===== config.mk =====
export PLATFORM = sky130hd
export DESIGN_NAME = pdq_ctrl
export DESIGN_NICKNAME = d
export VERILOG_FILES = /design/src/rtl/core/pdq_pkg.sv /design/src/rtl/core/pdq_ctrl.sv
export SDC_FILE = /design/constraint.sdc
export NUM_CORES = 1
export LEC_CHECK = 0
export ABC_CLOCK_PERIOD_IN_PS = 2000
export CORE_AREA = 2 2 39 41
export DETAILED_ROUTE_END_ITERATION = 12
export DIE_AREA = 0 0 41 43
export DONT_BUFFER_PORTS = 1
export PLACE_DENSITY_LB_ADDON = 0.1
export SLEW_MARGIN = 20
export SYNTH_ARGS = -nofsm -noshare
export SYNTH_HDL_FRONTEND = slang
export SYNTH_SLANG_ARGS = --single-unit

===== constraint.sdc =====
create_clock -name aclk -period 2 [get_ports aclk]
set_clock_uncertainty 0.1 [all_clocks]
set_input_delay 0.3 -clock aclk [delete_from_list [all_inputs] [get_ports aclk]]
set_output_delay 0.3 -clock aclk [all_outputs]
set_load 0.005 [all_outputs]

===== src/rtl/core/pdq_pkg.sv =====
// types and constants shared by the palette dither quantizer modules
package pdq_pkg;

    typedef struct packed {
        logic       func;
        logic [3:0] entry_index;
        logic [7:0] red_in;
        logic [7:0] green_in;
        logic [7:0] blue_in;
        logic [7:0] alpha_in;
    } in_beat_t;

    typedef struct packed {
        logic [7:0] red_out;
        logic [7:0] green_out;
        logic [7:0] blue_out;
        logic [7:0] alpha_out;
        logic [3:0] chosen_index;
        logic       frame_end;
    } out_beat_t;

    typedef struct packed {
        logic pal_write;
        logic capture;
        logic rd_cur;
        logic rd_next;
        logic calc_adj;
        logic search_issue;
        logic finish;
    } pdq_cmd_t;

    typedef struct packed {
        logic search_last;
        logic pipe_busy;
        logic out_free;
    } pdq_status_t;

    typedef enum logic [6:0] {
        ST_IDLE    = 7'b0000001,
        ST_RD_CUR  = 7'b0000010,
        ST_RD_NEXT = 7'b0000100,
        ST_ADJUST  = 7'b0001000,
        ST_SEARCH  = 7'b0010000,
        ST_DRAIN   = 7'b0100000,
        ST_FINISH  = 7'b1000000
    } pdq_state_t;

    localparam logic       FUNC_PIXEL     = 1'b0;
    localparam logic       FUNC_PAL_WRITE = 1'b1;

    localparam logic [1:0] REG_IMAGE_WIDTH  = 2'd0;
    localparam logic [1:0] REG_IMAGE_HEIGHT = 2'd1;
    localparam logic [1:0] REG_PALETTE_SIZE = 2'd2;

    localparam logic [10:0] WIDTH_RESET  = 11'd640;
    localparam logic [10:0] HEIGHT_RESET = 11'd480;
    localparam logic [4:0]  PSIZE_RESET  = 5'd16;
    localparam logic [10:0] MAX_HEIGHT   = 11'd1024;

endpackage


===== src/rtl/core/pdq_ctrl.sv =====
// sequencer for the palette dither quantizer
module pdq_ctrl
    import pdq_pkg::*;
(
    input  logic        aclk,
    input  logic        aresetn,
    input  logic        s_valid,
    input  logic        s_func,
    output logic        s_ready,
    input  pdq_status_t status,
    output pdq_cmd_t    cmd
);

    pdq_state_t state_reg, state_next;

    always_ff @(posedge aclk) begin
        if (!aresetn) begin
            state_reg <= ST_IDLE;
        end else begin
            state_reg <= state_next;
        end
    end

    always_comb begin
        state_next       = state_reg;
        cmd              = '0;
        s_ready          = 1'b0;
        case (state_reg)
            ST_IDLE: begin
                s_ready = 1'b1;
                if (s_valid) begin
                    if (s_func == FUNC_PAL_WRITE) begin
                        cmd.pal_write = 1'b1;
                    end else begin
                        cmd.capture = 1'b1;
                        state_next  = ST_RD_CUR;
                    end
                end
            end
            ST_RD_CUR: begin
                cmd.rd_cur = 1'b1;
                state_next = ST_RD_NEXT;
            end
            ST_RD_NEXT: begin
                cmd.rd_next = 1'b1;
                state_next  = ST_ADJUST;
            end
            ST_ADJUST: begin
                cmd.calc_adj = 1'b1;
                state_next   = ST_SEARCH;
            end
            ST_SEARCH: begin
                cmd.search_issue = 1'b1;
                if (status.search_last) begin
                    state_next = ST_DRAIN;
                end
            end
            ST_DRAIN: begin
                if (!status.pipe_busy) begin
                    state_next = ST_FINISH;
                end
            end
            ST_FINISH: begin
                if (status.out_free) begin
                    cmd.finish = 1'b1;
                    state_next = ST_IDLE;
                end
            end
            default: begin
                state_next = ST_IDLE;
            end
        endcase
    end

endmodule


==> impl_table.tex, run 1 <==
\begin{tabular}{lr}
\hline
Metric & Value \\
\hline
\multicolumn{2}{l}{\textbf{Floorplan}} \\
Std cell rows & 14 \\
Floorplan core area & 1380 um2 \\
DIE AREA & 1760 um2 \\
Num ports & 15 \\
Height of the die & 43 um \\
Starting Density & approximately 33\% \\
Die X & 41 um \\
\multicolumn{2}{l}{\textbf{STA}} \\
Slew headroom & a little over two thirds \\
RSZ-0062 raised after global routing & no \\
Pin slew with the least headroom to its limit & 441 ps \\
Number of setup violations in the final report & 0 \\
Max frequency & 525 MHz \\
Time the final worst path needs with I/O delays and setup & 1900 ps \\
Final TNS setup & 0 ps \\
Final worst setup slack & 96.8 ps \\
Final Hold Vio Count & 0 \\
Pins Over Slew Limit & 0 \\
Ratio of final minimum period to clock period & 95.2\% \\
\multicolumn{2}{l}{\textbf{Logic synthesis}} \\
Prevailing post-synth register cell & sky130\_fd\_sc\_hd\_\_dfxtp\_1 \\
Fraction of post-synthesis cell area in the top cell type by area & 30.9\% \\
Synth area leaders & sky130\_fd\_sc\_hd\_\_dfxtp\_1 31\%, sky130\_fd\_sc\_hd\_\_nand2\_1 6.6\%, sky130\_fd\_sc\_hd\_\_nor4b\_2 6.6\%, sky130\_fd\_sc\_hd\_\_nor2\_1 5.8\%, sky130\_fd\_sc\_hd\_\_mux2i\_1 4.4\% \\
Most used standard cell by instance count after synthesis & sky130\_fd\_sc\_hd\_\_nand2\_1 \\
Number of flops mapped to enable cells by yosys & 0 \\
Ranking of synthesized cells by instance count & 8 x sky130\_fd\_sc\_hd\_\_nand2\_1, 7 x sky130\_fd\_sc\_hd\_\_dfxtp\_1, 7 x sky130\_fd\_sc\_hd\_\_nor2\_1 \\
FF+latch count, synth & 7 \\
Post-Synthesis Net Count & between 60 and 70 \\
Syn avg cell area & between 8 and 9 um2 \\
Gate count of the mapped netlist & 55 \\
Share of flip-flops with an asynchronous set or reset after synthesis & 0\% \\
Library cell occupying the most area in the post-synthesis netlist & sky130\_fd\_sc\_hd\_\_dfxtp\_1 \\
Netlist area before placement & approximately 450 um2 \\
Proportion of synthesized chip area in sequential cells & 30.9\% \\
Distinct cell type count after synthesis & 27 \\
Number of warning messages in the yosys log & 0 \\
\multicolumn{2}{l}{\textbf{Worst setup path}} \\
WP buf/inv & 0 \\
Kind of cell with the highest combined delay on the critical path & simple AND/OR/NAND/NOR gates \\
Series of cell instances along the critical path & or3b\_2 > nor2\_1 \\
Critical Path Start Type & register \\
Largest stage delay on the critical path & 550 ps \\
Slowest library cell on the worst path & sky130\_fd\_sc\_hd\_\_dfxtp\_1 \\
Arrival time of the worst setup path & $\sim$1500 ps \\
Top fanout value on the critical path & 6 \\
Critical path required time & 1600 ps \\
Kind of critical path & reg -> out \\
Critical path endpoint category & primary output \\
\multicolumn{2}{l}{\textbf{Power and ir drop}} \\
Pleak & 0.198 nW \\
Power after layout & approximately 400 uW \\
VDD IR max & $\sim$430 uV \\
Cell Pwr Density & between 700 and 800 nW/um2 \\
\multicolumn{2}{l}{\textbf{Finish}} \\
Final Instance Count excl. Fillers & 77 \\
Count of antenna diodes in the layout & 0 \\
Core utilization of the finished layout & 40.1\% \\
Filler Cell Count & $\sim$150 \\
Area growth from synthesis to final layout & 22.4\% \\
Share of post-route cells with drive strength above 1 & 27.9\% \\
Total number of nets in the final design & 69 \\
Max reg flops & 7 \\
\multicolumn{2}{l}{\textbf{GRT}} \\
Wire length of the first global-routing pass & 1700 um \\
Antenna violations before repair & 0 \\
Leftover overflow at the end of global routing & 0 \\
Via count of the first global-routing pass & $\sim$390 \\
Global-route total usage across every layer & 14.7\% \\
Pin count of the biggest net entering global routing & 11 \\
\multicolumn{2}{l}{\textbf{Clocking}} \\
H-tree levels & 1 \\
Buffers inserted by post-CTS timing repair & 0 \\
Worst-case clock buffer depth & 2 \\
CTS hold repair buffers & 0 \\
Clock-pin transition on the worst setup and hold timing paths & 60 ps \\
Resized cells post-CTS & 0 \\
Clk\_lat worst skew & 250 ps \\
Root buffer cell & sky130\_fd\_sc\_hd\_\_clkbuf\_4 \\
TritonCTS clock tree & done \\
Number of buffers inserted during clock tree synthesis & 3 \\
Count of clock tree sinks & 7 \\
\multicolumn{2}{l}{\textbf{Placed design}} \\
Post-Place Worst Slack & about 130 ps \\
Post-Place Cells & 73 \\
Routability congestion estimate & 0.775 \\
Post-DP HPWL & around 800 um \\
Count of buffers inserted at the top-level ports & 0 \\
\multicolumn{2}{l}{\textbf{Drt}} \\
Number of detailed-routing iterations run before antenna repair & 4 \\
Routed wirelength normalized by instance count & 13.5 um \\
DRC marker count from the first detailed-route iteration & 13 \\
Routed wire length & 1040 um \\
Final antenna-violating net count & 0 \\
DRC violation count after routing & 0 \\
Vias & 434 \\
Detailed-route vias per instance & 5.64 \\
\multicolumn{2}{l}{\textbf{Flow run}} \\
Total of max-cap violations & 0 \\
\multicolumn{2}{l}{\textbf{Status}} \\
Result of the run & finished clean \\
\multicolumn{2}{l}{\textbf{Hold path}} \\
Hold crit path type & in -> reg \\
\hline
\end{tabular}
[per-stage QoR]
stage	hold slack (ps)	area (um2)
after detailed placement	328	494
after floorplan	318	453
after global placement	329	494
after global routing	71.1	554
final	68.2	554
after CTS	64.3	520
[worst reg2reg max path, stage by stage, from the launching register on]
cell	delay (ps)
sky130_fd_sc_hd__dfxtp_1	550
sky130_fd_sc_hd__or3b_2	510
sky130_fd_sc_hd__or3_4	360
sky130_fd_sc_hd__nand3_2	100
sky130_fd_sc_hd__mux2i_1	200
[report_power, final]
| part | internal [mW] | switching (mW) |
|---|---|---|
| registers | 0.149 | 0.0108 |
| logic | 0.0455 | 0.0645 |
| clock network | 0.0764 | 0.0560 |
| total | 0.271 | 0.131 |
[worst paths after layout]
kind / from / to / slack (ps) / cells past startpoint
hold / removal: aresetn / state_reg[4] / 70 / 1
setup reg to reg: state_reg[4] / state_reg[5] / 110 / 4
hold reg to reg: state_reg[1] / state_reg[2] / 440 / 2
setup / recovery: state_reg[4] / cmd[1] / 100 / 2
[cells in the final DEF, fill, tap and decap left out, types with 2 or more instances in the layout]
cell,count
sky130_fd_sc_hd__buf_4,4
sky130_fd_sc_hd__clkbuf_4,3
sky130_fd_sc_hd__dfxtp_1,7
sky130_fd_sc_hd__mux2i_1,2
sky130_fd_sc_hd__nand2_1,8
sky130_fd_sc_hd__nand3_1,2
sky130_fd_sc_hd__nor2_1,7
sky130_fd_sc_hd__nor3_1,2
sky130_fd_sc_hd__nor4_2,2
sky130_fd_sc_hd__nor4b_4,2
sky130_fd_sc_hd__or3b_2,2
sky130_fd_sc_hd__xnor2_1,2
[final cells by class]
class                   instances  area [um2]  share of cell area, %
multi-input cells              44         330                   59.6
flip-flops and latches          7         140                   25.3
repair buffers                  4        30.0                   5.42
clock buffers                   4        26.3                   4.74
well taps                      16        20.0                   3.61
inverters                       2        7.51                   1.35
[kinds of logic after synthesis]
group	after synthesis	share of synthesized area, %
and+or+nand+nor	36	50.3
AOI/OAI and AO/OA	4	6.91
muxes	2	4.42
buffers and inverters	4	3.59
xor gates and xnor gates	2	3.87
DFF	7	30.9
[per-layer routing]
layer  routed length (um)  up-vias  track usage (%)
met5                    0        -                0
met4                    0        0             8.00
met3                   59        0             5.76
met2                  497       17             20.0
met1                  480      204             19.0
li1                     -      213                -
(Power assumes the default switching activity.)
==> run 2: changes to the inputs <==
--- a/config.mk
+++ b/config.mk
@@ -5,7 +5,7 @@
 export SDC_FILE = /design/constraint.sdc
 export NUM_CORES = 1
 export LEC_CHECK = 0
-export ABC_CLOCK_PERIOD_IN_PS = 2000
+export ABC_CLOCK_PERIOD_IN_PS = 1700
 export CORE_AREA = 2 2 39 41
 export DETAILED_ROUTE_END_ITERATION = 12
 export DIE_AREA = 0 0 41 43
==> constraint.sdc (replaced) <==
create_clock -name aclk -period 1.7 [get_ports aclk]
set_clock_uncertainty 0.1 [all_clocks]
set_input_delay 0.255 -clock aclk [delete_from_list [all_inputs] [get_ports aclk]]
set_output_delay 0.255 -clock aclk [all_outputs]
set_load 0.005 [all_outputs]
==> impl_table.tex, run 2 (same netlist as run 1, synthesis figures left out) <==
\begin{tabular}{lr}
\hline
Metric & Value \\
\hline
\multicolumn{2}{l}{\textbf{Finish}} \\
Share of post-route cells with drive strength above 1 & 65.4\% (+38 points) \\
Multi-input combinational cell area & 419 um2 (+27\%) \\
Filler Cell Count & 120 (-18\%) \\
Max reg flops & 7 (unchanged) \\
Count of antenna diodes in the layout & 0 (unchanged) \\
Top library cells by usage in the layout, fill and taps aside & 15 x sky130\_fd\_sc\_hd\_\_buf\_4, 6 x sky130\_fd\_sc\_hd\_\_nor2\_1, 6 x sky130\_fd\_sc\_hd\_\_nand2\_1, 6 x sky130\_fd\_sc\_hd\_\_buf\_6, 4 x sky130\_fd\_sc\_hd\_\_dfxtp\_2 \\
Register area & 153 um2 (+8.9\%) \\
Final Instance Count excl. Fillers & 94 (+22\%) \\
Post-route cell area & 808 um2 (+46\%) \\
Total number of nets in the final design & 86 (+25\%) \\
Most frequent standard cell in the layout excluding fill and tap cells & sky130\_fd\_sc\_hd\_\_buf\_4 \\
Area growth from synthesis to final layout & 78.5\% \\
\multicolumn{2}{l}{\textbf{Placed design}} \\
Routability congestion estimate & 0.804 (+3.8\%) \\
Post-Place Worst Slack & -93.6 ps (-227 ps) \\
Cell area after placement & 594 um2 (+20\%) \\
Post-Place Cells & 86 (+18\%) \\
Count of buffers inserted at the top-level ports & 0 (unchanged) \\
Post-DP HPWL & 885 um (+14\%) \\
\multicolumn{2}{l}{\textbf{STA}} \\
Final TNS setup & -1230 ps (-1230 ps) \\
Max frequency & 535 MHz \\
Final worst setup slack & -169 ps (-266 ps) \\
Slew headroom & 77.9\% (+7.4 points) \\
RSZ-0062 raised after global routing & yes \\
Time the final worst path needs with I/O delays and setup & 1870 ps \\
Pins Over Slew Limit & 0 (unchanged) \\
Ratio of final minimum period to clock period & 110\% \\
Number of setup violations in the final report & 13 (+13) \\
Final Hold Vio Count & 0 (unchanged) \\
Pin slew with the least headroom to its limit & 330 ps (-111 ps) \\
\multicolumn{2}{l}{\textbf{Worst setup path}} \\
Slowest library cell on the worst path & sky130\_fd\_sc\_hd\_\_or4\_4 \\
Series of cell instances along the critical path & or4\_4 > buf\_6 > nor4b\_4 \\
Critical Path Start Type & register \\
Arrival time of the worst setup path & 1510 ps (about the same) \\
Largest stage delay on the critical path & 520 ps (-30 ps) \\
Critical path endpoint category & primary output \\
Critical path required time & 1340 ps (-260 ps) \\
Top fanout value on the critical path & 4 (-2) \\
Kind of critical path & reg -> out \\
\multicolumn{2}{l}{\textbf{Clocking}} \\
CTS hold repair buffers & 0 (unchanged) \\
Worst-case clock buffer depth & 2 (unchanged) \\
Number of buffers inserted during clock tree synthesis & 3 (unchanged) \\
Count of clock tree sinks & 7 (unchanged) \\
H-tree levels & 1 (unchanged) \\
Clk\_lat worst skew & 250 ps (about the same) \\
Clock-pin transition on the worst setup and hold timing paths & 50 ps (about the same) \\
Root buffer cell & sky130\_fd\_sc\_hd\_\_clkbuf\_4 \\
TritonCTS clock tree & done \\
\multicolumn{2}{l}{\textbf{Status}} \\
Result of the run & complete, but fails checks \\
Violated checks & negative setup slack \\
\multicolumn{2}{l}{\textbf{Power and ir drop}} \\
Pleak & 0.307 nW (+55\%) \\
VDD IR max & 498 uV (+15\%) \\
Power after layout & 597 uW (+48\%) \\
Cell Pwr Density & 738 nW/um2 (+1.7\%) \\
\multicolumn{2}{l}{\textbf{Floorplan}} \\
Std cell rows & 14 (unchanged) \\
Num ports & 15 (unchanged) \\
DIE AREA & 1760 um2 (unchanged) \\
Floorplan core area & 1380 um2 (unchanged) \\
Starting Density & 32.7\% (unchanged) \\
Die X & 41 um (unchanged) \\
Height of the die & 43 um (unchanged) \\
\multicolumn{2}{l}{\textbf{Hold path}} \\
Hold crit path type & in -> reg \\
\multicolumn{2}{l}{\textbf{GRT}} \\
Pin count of the biggest net entering global routing & 10 (-1) \\
Via count of the first global-routing pass & 494 (+28\%) \\
Leftover overflow at the end of global routing & 0 (unchanged) \\
Global-route total usage across every layer & 16.2\% (+1.5 points) \\
Wire length of the first global-routing pass & 1920 um (+13\%) \\
Antenna violations before repair & 0 (unchanged) \\
\multicolumn{2}{l}{\textbf{Flow run}} \\
Total of max-cap violations & 0 (unchanged) \\
\multicolumn{2}{l}{\textbf{Drt}} \\
Detailed-route vias per instance & 5.16 (-8.5\%) \\
Routed wire length & 1190 um (+14\%) \\
Number of detailed-routing iterations run before antenna repair & 2 (-2) \\
DRC violation count after routing & 0 (unchanged) \\
DRC marker count from the first detailed-route iteration & 6 (-7) \\
Routed wirelength normalized by instance count & 12.6 um (-6.3\%) \\
Final antenna-violating net count & 0 (unchanged) \\
Vias & 485 (+12\%) \\
\hline
\end{tabular}
run 2: cell count changes in the layout (fill, tap and decap cells not counted), moves of 2 or more:
cell                      delta
sky130_fd_sc_hd__nand2_1     -2
sky130_fd_sc_hd__buf_6       +6
sky130_fd_sc_hd__buf_4      +11
sky130_fd_sc_hd__dfxtp_4     +2
sky130_fd_sc_hd__nor4_2      -2
sky130_fd_sc_hd__nand3_4     +2
sky130_fd_sc_hd__dfxtp_1     -6
sky130_fd_sc_hd__nor4_4      +2
sky130_fd_sc_hd__dfxtp_2     +4
sky130_fd_sc_hd__nand3_1     -2
run 2: per-layer routing:
layer  wire, um  GRT usage [%]
met5          0              0
met4         14           10.0
met3         60           2.62
met2        600           25.6
met1        509           19.0
run 2: area by class of cell:
class                           count  area share, %
Clock buffer                        4           3.25
Inverter                            2           1.24
Multi-Input combinational cell     44           51.9
Sequential cell                     7           18.9
Timing Repair Buffer               21           22.3
Tap cell                           16           2.48
run 2: critical path, delay by kind of cell, from the launching register on:
| family | cells | cell delay (ps) |
|---|---|---|
| flops | 1 | 340 |
| buf+inv | 1 | 150 |
| simple gates | 2 | 770 |
run 2: power by group:
group | total [mW] | internal [mW] | leakage (nW) | switching, mW
clock | 0.149 | 0.0894 | 0.0150 | 0.0591
combinational | 0.265 | 0.143 | 0.233 | 0.122
sequential | 0.183 | 0.175 | 0.0595 | 0.00819
total | 0.597 | 0.407 | 0.307 | 0.190
run 2: what timing repair did:
item,CTS,global route
pin swaps,5,4
buffers inserted,3,1
gates resized for setup,19,17
endpoints found under the setup margin,14,15
endpoints found under the hold margin,0,0
run 2: path summary, 6_finish.rpt:
kind	startpoint	to	slack, ps	cells past startpoint
hold reg to reg	state_reg[5]	state_reg[5]	390	2
setup reg to reg	state_reg[5]	state_reg[6]	-120	5
setup / recovery	state_reg[5]	cmd[2]	-170	3
hold / removal	aresetn	state_reg[4]	20	1
run 2: through the flow:
step | hold slack [ps] | util [%]
floorplan | 273 | -
global placement | 277 | 42.9
detailed placement | 277 | 42.9
CTS | 11.9 | 53.6
global route | 16.4 | 58.4
finish | 16.6 | 58.4
==> run 3: changes to the inputs <==
--- a/config.mk
+++ b/config.mk
@@ -5,6 +5,7 @@
 export SDC_FILE = /design/constraint.sdc
 export NUM_CORES = 1
 export LEC_CHECK = 0
+export ABC_AREA = 1
 export ABC_CLOCK_PERIOD_IN_PS = 1700
 export CORE_AREA = 2 2 39 41
 export DETAILED_ROUTE_END_ITERATION = 12
@@ -15,3 +16,4 @@
 export SYNTH_ARGS = -nofsm -noshare
 export SYNTH_HDL_FRONTEND = slang
 export SYNTH_SLANG_ARGS = --single-unit
+export TNS_END_PERCENT = 1
==> impl_table.tex, run 3 <==
\begin{tabular}{lr}
\hline
Metric & Value \\
\hline
\multicolumn{2}{l}{\textbf{Clocking}} \\
Resized cells post-CTS & 0 (-19) \\
Buffers inserted by post-CTS timing repair & 0 (-3) \\
Clock-pin transition on the worst setup and hold timing paths & 50 ps (about the same) \\
TritonCTS clock tree & done \\
Count of clock tree sinks & 7 (unchanged) \\
H-tree levels & 1 (unchanged) \\
Number of buffers inserted during clock tree synthesis & 3 (unchanged) \\
Root buffer cell & sky130\_fd\_sc\_hd\_\_clkbuf\_4 \\
Clk\_lat worst skew & 250 ps (about the same) \\
CTS hold repair buffers & 0 (unchanged) \\
Worst-case clock buffer depth & 2 (unchanged) \\
\multicolumn{2}{l}{\textbf{Worst setup path}} \\
Reg-to-reg endpoint & state\_reg[5] \\
Critical path origin & state\_reg[0] \\
Critical path required time & 1340 ps (about the same) \\
Worst r2r path cells & 5 (unchanged) \\
Kind of critical path & reg -> out \\
Series of cell instances along the critical path & nor2\_1 > nand2\_1 > nor3\_1 \\
Critical Path Sink & cmd[1] \\
Critical path endpoint category & primary output \\
Critical Path Start Type & register \\
Largest stage delay on the critical path & 360 ps (-160 ps) \\
Worst R2R Setup Slack & 350 ps (+470 ps) \\
Slowest library cell on the worst path & sky130\_fd\_sc\_hd\_\_nor3\_1 \\
Worst R2R Start & state\_reg[0] \\
Top fanout value on the critical path & 3 (-1) \\
Arrival time of the worst setup path & 1220 ps (-290 ps) \\
\multicolumn{2}{l}{\textbf{Logic synthesis}} \\
Distinct cell type count after synthesis & 20 (-26\%) \\
FF+latch count, synth & 7 (unchanged) \\
Syn avg cell area & 6.86 um2 (-17\%) \\
Number of flops mapped to enable cells by yosys & 0 (unchanged) \\
Library cell occupying the most area in the post-synthesis netlist & sky130\_fd\_sc\_hd\_\_dfxtp\_1 \\
Netlist area before placement & 508 um2 (+12\%) \\
Post-Synthesis Net Count & 81 (+31\%) \\
Proportion of synthesized chip area in sequential cells & 27.6\% (-3.4 points) \\
Gate count of the mapped netlist & 74 (+35\%) \\
Number of warning messages in the yosys log & 0 (unchanged) \\
Ranking of synthesized cells by instance count & 11 x sky130\_fd\_sc\_hd\_\_inv\_1, 11 x sky130\_fd\_sc\_hd\_\_nor2\_1, 10 x sky130\_fd\_sc\_hd\_\_nand2\_1 \\
Synth area leaders & sky130\_fd\_sc\_hd\_\_dfxtp\_1 28\%, sky130\_fd\_sc\_hd\_\_nand3\_2 9.9\%, sky130\_fd\_sc\_hd\_\_inv\_1 8.1\%, sky130\_fd\_sc\_hd\_\_nor2\_1 8.1\%, sky130\_fd\_sc\_hd\_\_nand2\_1 7.4\% \\
Fraction of post-synthesis cell area in the top cell type by area & 27.6\% (-3.4 points) \\
Prevailing post-synth register cell & sky130\_fd\_sc\_hd\_\_dfxtp\_1 \\
Share of flip-flops with an asynchronous set or reset after synthesis & 0\% (unchanged) \\
\multicolumn{2}{l}{\textbf{Floorplan}} \\
Num ports & 15 (unchanged) \\
Die X & 41 um (unchanged) \\
DIE AREA & 1760 um2 (unchanged) \\
Std cell rows & 14 (unchanged) \\
Height of the die & 43 um (unchanged) \\
Floorplan core area & 1380 um2 (unchanged) \\
Starting Density & 36.7\% (+4.0 points) \\
\multicolumn{2}{l}{\textbf{Power and ir drop}} \\
VDD IR max & 571 uV (+15\%) \\
Clock share of power & 19.1\% (-5.8 points) \\
Sw power & 374 uW (+98\%) \\
Relative contribution of combinational cells to total power & 52.2\% (+7.8 points) \\
Internal power consumption & 426 uW (+4.6\%) \\
Pleak & 0.282 nW (-8.1\%) \\
Power after layout & 800 uW (+34\%) \\
Relative contribution of sequential cells to total power & 28.8\% (-1.9 points) \\
Cell Pwr Density & 1440 nW/um2 (+96\%) \\
Net Sw Frac & 46.8\% (+15 points) \\
\multicolumn{2}{l}{\textbf{GRT}} \\
Pin count of the biggest net entering global routing & 7 (-3) \\
Wire length of the first global-routing pass & 1510 um (-21\%) \\
GR Util met1 & 17.7\% (-1.3 points) \\
M3 GR Usage & 3.66\% (+1.0 points) \\
Global-route total usage across every layer & 13.3\% (-2.9 points) \\
Met2 usage & 17.2\% (-8.4 points) \\
Antenna violations before repair & 0 (unchanged) \\
Via count of the first global-routing pass & 406 (-18\%) \\
Leftover overflow at the end of global routing & 0 (unchanged) \\
Grt peak-use layer & met1 \\
\multicolumn{2}{l}{\textbf{Finish}} \\
Area growth from synthesis to final layout & 9.11\% \\
Share of post-route cells with drive strength above 1 & 35.9\% (-29 points) \\
Max reg flops & 7 (unchanged) \\
Top library cells by usage in the layout, fill and taps aside & 11 x sky130\_fd\_sc\_hd\_\_nor2\_1, 11 x sky130\_fd\_sc\_hd\_\_inv\_1, 10 x sky130\_fd\_sc\_hd\_\_nand2\_1, 7 x sky130\_fd\_sc\_hd\_\_dfxtp\_1 \\
Count of antenna diodes in the layout & 0 (unchanged) \\
Total number of nets in the final design & 86 (unchanged) \\
\multicolumn{2}{l}{\textbf{STA}} \\
RSZ-0062 raised after global routing & no \\
Time the final worst path needs with I/O delays and setup & 1570 ps (-297 ps) \\
Slew headroom & 70.7\% (-7.2 points) \\
Pin slew with the least headroom to its limit & 436 ps (+106 ps) \\
Number of setup violations in the final report & 0 (-13) \\
Final TNS setup & 0 ps (+1230 ps) \\
Pins Over Slew Limit & 0 (unchanged) \\
Ratio of final minimum period to clock period & 92.5\% (-17 points) \\
Max frequency & 636 MHz (+19\%) \\
Final Hold Vio Count & 0 (unchanged) \\
\multicolumn{2}{l}{\textbf{Hold path}} \\
Hold crit path type & in -> reg \\
Min-Delay Path Depth & 2 (+1) \\
\multicolumn{2}{l}{\textbf{Drt}} \\
Routed wirelength normalized by instance count & 10.3 um (-18\%) \\
Final antenna-violating net count & 0 (unchanged) \\
Routed wire length & 972 um (-18\%) \\
DRC violation count after routing & 0 (unchanged) \\
Detailed-route vias per instance & 4.68 (-9.3\%) \\
Vias & 440 (-9.3\%) \\
DRC marker count from the first detailed-route iteration & 6 (unchanged) \\
Number of detailed-routing iterations run before antenna repair & 4 (+2) \\
\multicolumn{2}{l}{\textbf{Placed design}} \\
Count of buffers inserted at the top-level ports & 0 (unchanged) \\
Post-DP HPWL & 837 um (-5.5\%) \\
Routability congestion estimate & 0.685 (-15\%) \\
\multicolumn{2}{l}{\textbf{Flow run}} \\
Total of max-cap violations & 0 (unchanged) \\
\multicolumn{2}{l}{\textbf{Status}} \\
Result of the run & finished clean \\
\hline
\end{tabular}
## run 3: changes by cell type in the layout (fill, tap and decap cells not counted), moves of 4 or more
cell	change
sky130_fd_sc_hd__inv_2	+5
sky130_fd_sc_hd__buf_4	-15
sky130_fd_sc_hd__nor2_1	+5
sky130_fd_sc_hd__dfxtp_1	+6
sky130_fd_sc_hd__dfxtp_2	-4
sky130_fd_sc_hd__nand2_2	+5
sky130_fd_sc_hd__nand2_1	+4
sky130_fd_sc_hd__nand3_1	+5
sky130_fd_sc_hd__buf_6	-6
sky130_fd_sc_hd__inv_1	+11
sky130_fd_sc_hd__nand3_2	+4
## run 3: cells by family (layout without fill, tap and decap cells)
kind of cell / count (synthesis) / in the layout / share of synthesized area (%)
simple gates: 46 / 46 / 53.9
compound gates: 4 / 4 / 5.91
buf+inv: 17 / 21 / 12.6
flops: 7 / 7 / 27.6
## run 3: final cells by class
cell class	count	area [um2]
inverter	17	63.8
sequential	7	140
clock buffer	4	26.3
tap	16	20.0
multi-input combinational	50	304
fill	161	830
## run 3: power groups by stage
stage	clock, mW	sequential (mW)	combinational [mW]
finish	0.153	0.230	0.417
global route	0.170	0.235	0.475
CTS	0.161	0.231	0.427
detailed placement	0	0.235	0.425
global placement	0	0.233	0.424
floorplan	0	0.228	0.363
## run 3: worst min-delay path by stage
stage / from / end / slack [ps]
6_report: aresetn / state_reg[1] / 30
5_1_grt: aresetn / state_reg[6] / 20
4_1_cts: aresetn / state_reg[1] / 20
3_5_place_dp: aresetn / state_reg[1] / 290
3_3_place_gp: aresetn / state_reg[3] / 300
2_1_floorplan: aresetn / state_reg[1] / 280
## run 3: per-layer routing
metal | up-vias | wire (um) | part of all wire (%)
li1 | 235 | - | -
met1 | 186 | 484 | 50
met2 | 17 | 407 | 42
met3 | 2 | 62 | 6.4
met4 | 0 | 19 | 2.0
met5 | - | 0 | 0
## run 3: worst max-delay path, delay by kind of cell, from the launching register on
kind          cells  cell delay, ps
simple gates      3             650
flops             1             320
## run 3: stage by stage
| step | cells | setup slack, ps | hold WS, ps | area, um2 | util (%) |
|---|---|---|---|---|---|
| 2_1_floorplan | 74 | 512 | 281 | 508 | - |
| 4_1_cts | 94 | 112 | 19.8 | 554 | 40.1 |
| 6_report | 94 | 128 | 29.8 | 554 | 40.1 |
| 3_5_place_dp | 90 | 367 | 287 | 528 | 38.2 |
| 3_3_place_gp | 90 | 324 | 297 | 528 | 38.2 |
| 5_1_grt | 94 | 16.3 | 18.0 | 554 | 40.1 |
